**config.mk**
```make
export PLATFORM = sky130hd
export DESIGN_NAME = q2e_queue
export DESIGN_NICKNAME = d
export VERILOG_FILES = /design/src/rtl/q2e_pkg.sv /design/src/rtl/q2e_queue.sv
export SDC_FILE = /design/constraint.sdc
export NUM_CORES = 1
export LEC_CHECK = 0
export ABC_AREA = 0
export BUFFER_PORTS_ARGS = -buffer_cell sky130_fd_sc_hd__buf_2
export CAP_MARGIN = 25
export CORE_AREA = 4 4 238 240
export CTS_CLUSTER_DIAMETER = 200
export DETAILED_ROUTE_END_ITERATION = 16
export DIE_AREA = 0 0 242 244
export PLACE_DENSITY = 0.67
export SYNTH_ARGS = -nofsm -noshare
export SYNTH_HDL_FRONTEND = slang
export SYNTH_SLANG_ARGS = --single-unit
export TNS_END_PERCENT = 20
```
**constraint.sdc**
```tcl
create_clock -name clk -period 5 [get_ports clk]
set_clock_uncertainty 0.2 [all_clocks]
set_input_delay 0.25 -clock clk [delete_from_list [all_inputs] [get_ports clk]]
set_output_delay 0.25 -clock clk [all_outputs]
set_load 0.01 [all_outputs]
```
**src/rtl/q2e_pkg.sv**
```systemverilog
// q2e_pkg: widths, constants, the atan table and the queue word type
// for the quaternion to euler angles block; no dependencies
`default_nettype none
package q2e_pkg;

    localparam int QW          = 16;  // quaternion component width
    localparam int PW          = 32;  // 16x16 product width
    localparam int TW          = 34;  // doubled sum of products
    localparam int SW          = 30;  // clamped yaw sine term
    localparam int CW          = 36;  // cordic x/y datapath
    localparam int ZW          = 26;  // cordic angle, 2^-16 degree
    localparam int STEPS       = 23;  // cordic micro-rotations
    localparam int ROOT_STEPS  = 29;  // result bits of the square root
    localparam int RW          = 58;  // square root remainder width
    localparam int QDEPTH_DEF  = 4;

    localparam logic signed [TW-1:0] ONE_Q28 = 34'sd268435456;
    localparam logic signed [ZW-1:0] DEG90   = 26'sd5898240;
    localparam logic signed [ZW-1:0] DEG180  = 26'sd11796480;
    localparam logic signed [15:0]   LIM_PR  = 16'sd23040;
    localparam logic signed [15:0]   LIM_Y   = 16'sd11520;

    // round(atan(2^-i) * 180/pi * 2^16)
    localparam int ATAN_TAB [0:STEPS-1] = '{
        2949120, 1740967, 919879, 466945, 234379, 117304, 58666, 29335,
        14668, 7334, 3667, 1833, 917, 458, 229, 115,
        57, 29, 14, 7, 4, 2, 1
    };

    typedef struct packed {
        logic signed [TW-1:0] t0;
        logic signed [TW-1:0] t1;
        logic signed [TW-1:0] t3;
        logic signed [TW-1:0] t4;
        logic signed [SW-1:0] t2;
    } q2e_word_t;

endpackage
`default_nettype wire

```
**src/rtl/q2e_queue.sv**
```systemverilog
// q2e_queue: short word queue between front and back
// depends on q2e_pkg
`default_nettype none
module q2e_queue #(
    parameter int DEPTH = q2e_pkg::QDEPTH_DEF
) (
    input  wire                 clk,
    input  wire                 rst_n,
    input  wire                 push,
    input  q2e_pkg::q2e_word_t  push_word,
    output logic                full,
    input  wire                 pop,
    output q2e_pkg::q2e_word_t  head,
    output logic                empty
);
    import q2e_pkg::*;

    localparam int AW = $clog2(DEPTH);
    localparam int CNTW = $clog2(DEPTH + 1);

    q2e_word_t mem [0:DEPTH-1];
    logic [AW-1:0]   wr_reg, rd_reg;
    logic [CNTW-1:0] cnt_reg;

    assign full  = (cnt_reg == CNTW'(DEPTH));
    assign empty = (cnt_reg == '0);
    assign head  = mem[rd_reg];

    always_ff @(posedge clk)
    begin
        if (push)
            mem[wr_reg] <= push_word;
    end

    always_ff @(posedge clk or negedge rst_n)
    begin
        if (!rst_n)
        begin
            wr_reg  <= '0;
            rd_reg  <= '0;
            cnt_reg <= '0;
        end
        else
        begin
            if (push)
                wr_reg <= (wr_reg == AW'(DEPTH - 1)) ? '0 : wr_reg + 1'b1;
            if (pop)
                rd_reg <= (rd_reg == AW'(DEPTH - 1)) ? '0 : rd_reg + 1'b1;
            if (push && !pop)
                cnt_reg <= cnt_reg + 1'b1;
            else if (pop && !push)
                cnt_reg <= cnt_reg - 1'b1;
        end
    end
endmodule
`default_nettype wire

```
## Word level (Yosys, flattened, before mapping)

Memories as Yosys holds them, arrays and structs flattened.
Cells that the tools add are included.

| storage, ports and cells | value |
|---|---|
| register bits | 7 |
| bits in latches | 0 |
| memory bits (writable) | 664 |
| memory bits (read-only) | 0 |
| bits of input ports | 170 |
| output and inout bits | 168 |
| word-level logic and storage cells | 23 |
| memories kept | 1 |

| operators by class | value |
|---|---|
| add/sub/neg operators | 4 |
| multipliers | 0 |
| divide/modulo/power cells | 0 |
| $lt $le $gt $ge | 0 |
| equality and inequality tests | 3 |
| shift operators | 0 |
| muxes and demuxes | 6 |
| bitwise logic cells | 0 |
| reductions and logical operators | 6 |

Memory list:

| memory | depth | bits a word | read ports | clocked after memory_dff | wr ports | line | RTL |
|---|---|---|---|---|---|---|---|
| mem | 4 | 166 | 1 | 0 | 1 | q2e_queue.sv:21 | `q2e_word_t mem [0:DEPTH-1];` |

Operators by type and width:

| kind | count |
|---|---|
| 3-bit two-way mux | 2 |
| 2-bit by 1-bit adder with 2-bit output (second input constant) | 2 |
| 2-bit == test (second input constant) | 2 |
| 2-bit two-way mux | 2 |
| 3-bit by 1-bit adder with 3-bit output (second input constant) | 1 |
| 3-bit == test (second input constant) | 1 |
| 3-bit logical NOT | 1 |
| 3-bit by 1-bit subtractor with 3-bit output (second input constant) | 1 |
| 1-bit logical AND | 2 |
| 1-bit logical NOT | 2 |
| 1-bit two-way mux | 2 |
| 2-bit nonzero test | 1 |

## Depth between registers and ports, before layout

| logic depth | value |
|---|---|
| depth in word-level cells | 4 |
| mapped depth | 7 |
| gate-level depth less buffers | 7 |

## Least setup slack after synthesis

No wires, ideal clock.

| timing | value |
|---|---|
| path type | register to register |
| from | reg wr_reg[0] |
| to | mem mem[2][0] (netlist name), enable pin |
| library setup time | 0.545 ns |
| arrival | 4.412 ns |
| data required time | 4.255 ns |
| slack | -0.157 ns |
| stages on the path, launching flop included | 4 |
| buffers on the path | 0 |
| period minus slack after synthesis | 5.157 ns |
| cells stage by stage | dfrtp_1 -> inv_1 -> ha_1 -> and2_1 |

RTL lines:

| item | line | RTL |
|---|---|---|
| start: declaration | q2e_queue.sv:22 | `logic [AW-1:0] wr_reg, rd_reg;` |
| start signal: assignment | q2e_queue.sv:46 | `wr_reg <= (wr_reg == AW'(DEPTH - 1)) ? '0 : wr_reg + 1'b1;` |
| end: declaration | q2e_queue.sv:21 |  |

Straight into the memory's write port.

==> metrics.txt <==
worst min-delay path category input pin to flip-flop; Fmax roughly 300 MHz; CTS tree done; Num Clock Sinks between 600 and 700; Post-Synthesis Cells just over 900; Required @ worst endpoint 4.55 ns; Skew-Pair Late Insertion Delay between 0.5 and 0.6 ns; area delta synth->final 26.1%; CP Class flip-flop to output port; Post-CTS Repair Setup Buffers 0; IO Count about 340; hold-fix buffers at CTS 170; Max rail drop VDD 0.395 mV; CORE AREA roughly 55000 sq um; max reg flops 664; Yosys Warn Count 0; outcome complete, no violations; largest net degree at the start of global routing 75; Post-Synth XOR/XNOR Area 0.00108; Mapped Nets ~1100; Slew Limit Fails 0; Pleak roughly 11 nW; Die H 244 um; total global-route track usage 0.167; sequential share of the synthesized area 0.825; CP max FO 69; Slew Limit Headroom 0.378; post-CTS sizing 0; Power Density 556 nW/um^2; clock buffer depth 3; worst slew pin tran 0.932 ns; clock root buffer clkbuf_16; CP startpoint kind flip-flop; global-route wire length before repair about 76 mm; Final Hold Fails 0; Post-Synth Simple-Gate Area 0.00231; Fillers roughly 4000; wire per inst approximately 22 um; Yosys reg bits about 670; min Tclk post-route approximately 3.4 ns; Detailed Route Iter0 Violations 682; hold slack 0.210 ns; GPL Wtd Cong approximately 0.7; crit end category output port; Post-Synth Adder-Cell Area 0.00390; slack of the worst reg-to-reg path 2.36 ns; Post-route DRC 0; initial antenna violation count 3; mux cell area share after synthesis 0.155; TritonCTS buffer count 70; Synth Area per Inst 26.9 sq um; largest family of logic cells by synthesized area multiplexers; period utilisation layout 0.673; Starting Density 0.446; number of port buffers between 300 and 400; antenna-violating nets left 0; Synth Area in Compound Gates 0.000411; FP Rows between 80 and 90; Clock transition at path regs about 0.060 ns; Post-Route WL approximately 48 mm; Via Count between 10000 and 15000; GRT overflow 0; dpl hpwl roughly 28 mm; Die ar. approximately 59000 sq um; vias in the first global route around 13000; post-synthesis cell type count 18; Pre-Repair DR Iteration Count 5; Nets about 1600; DR vias/cell ~5.2; Setup Total Neg Slack 0 ns; RSZ-0062 raised after global routing false; Synth Cell Area between 20000 and 25000 sq um; Max Cap Violations 0; Die Width ~240 um; final setup violation count 0; Final Util 0.562; CP arrival 2.92 ns; layout cells sized above 1 0.411; H-tree levels 3
-- kinds of logic (layout without fill, tap and decap cells) --
| kind of cell | count (synthesis) | count (layout) |
|---|---|---|
| xor+xnor | 3 | 3 |
| mux | 169 | 169 |
| other cells | 0 | 2 |
| compound gates | 2 | 2 |
| simple gates | 11 | 11 |
| buf+inv | 42 | 642 |
| flops | 671 | 671 |
| fa+ha+maj | 7 | 7 |
-- final cells by class --
| type | count | area, sq um | area share |
|---|---|---|---|
| sequential | 671 | 20100 | 0.655 |
| multi-input combinational | 192 | 3970 | 0.129 |
| timing repair buffer | 523 | 3610 | 0.117 |
| clock buffer | 85 | 1850 | 0.0602 |
| tap | 704 | 881 | 0.0287 |
| clock inverter | 30 | 289 | 0.00940 |
| inverter | 4 | 15.0 | 0.000488 |
| antenna | 2 | 5.00 | 0.000163 |
-- cell usage in the layout (no fill, tap or decap) --
cell,count
clkbuf_1,13
buf_4,8
dlygate4sd3_1,170
buf_12,8
nor3b_1,1
clkbuf_16,72
inv_6,3
diode_2,2
dfrtp_4,2
clkinv_2,7
mux2_2,3
and2_4,4
bufinv_16,5
nor3_1,1
dfrtp_1,5
clkinv_1,12
xnor2_1,1
inv_1,4
mux4_2,166
clkinv_8,1
buf_2,337
o21ai_0,2
edfxtp_1,664
clkinvlp_4,1
nor2_1,3
ha_1,6
clkinv_4,1
nand2_1,2
fa_1,1
xor2_1,2
-- Yosys cell counts (all sizes together) --
library cell  count  area [sq um]
edfxtp          664         19900
mux4            166          3740
buf              34           264
dfrtp             7           175
ha                6          75.1
and2              4          25.0
clkbuf            4          15.0
inv               4          15.0
mux2              3          33.8
nor2              3          11.3
nand2             2          7.51
o21ai             2          10.0
xor2              2          17.5
fa                1          20.0
nor3              1          5.00
nor3b             1          7.51
xnor2             1          8.76
-- power by group --
part           leakage, nW  internal [mW]  total (mW)  switching, mW
sequential            6.18           7.21        7.47          0.268
clock                 1.04           2.88        4.88           2.00
combinational         3.32           2.19        4.72           2.53
-- critical path, stage by stage (launching register included) --
cell	delay, ns
dfrtp_4	0.88
buf_12	0.47
mux4_2	0.64
buf_2	0.17
-- final timing paths --
path                                   startpoint  depth (start not counted)                      to
max                         rd_reg[0]$_DFFE_PN0P_                          3                head[70]
min                                push_word[137]                          2   mem[0][137]$_DFFE_PP_
max reg2reg                 wr_reg[1]$_DFFE_PN0P_                          4    mem[1][11]$_DFFE_PP_
min reg2reg                cnt_reg[2]$_DFFE_PN0P_                          1  cnt_reg[2]$_DFFE_PN0P_
max in group asynchronous                   rst_n                          3   rd_reg[0]$_DFFE_PN0P_
min in group asynchronous                   rst_n                          3   wr_reg[1]$_DFFE_PN0P_
-- metal layers --
layer,track usage,wire (um)
met1,0.224,19600
met2,0.264,23600
met3,0.0571,4270
met4,0.0473,864
met5,0,21
-- per-stage QoR --
| stage | instances | setup WS [ns] | cell area [sq um] | total power [mW] |
|---|---|---|---|---|
| floorplan | 905 | -0.152 | 24400 | 10.7 |
| global placement | 1924 | 2.17 | 26900 | 12.3 |
| detailed placement | 1924 | 2.18 | 26900 | 12.3 |
| CTS | 2209 | 1.53 | 30700 | 17.4 |
| global route | 2210 | 1.40 | 30700 | 17.9 |
| finish | 2211 | 1.63 | 30700 | 17.1 |
(Power assumes the default switching activity.)
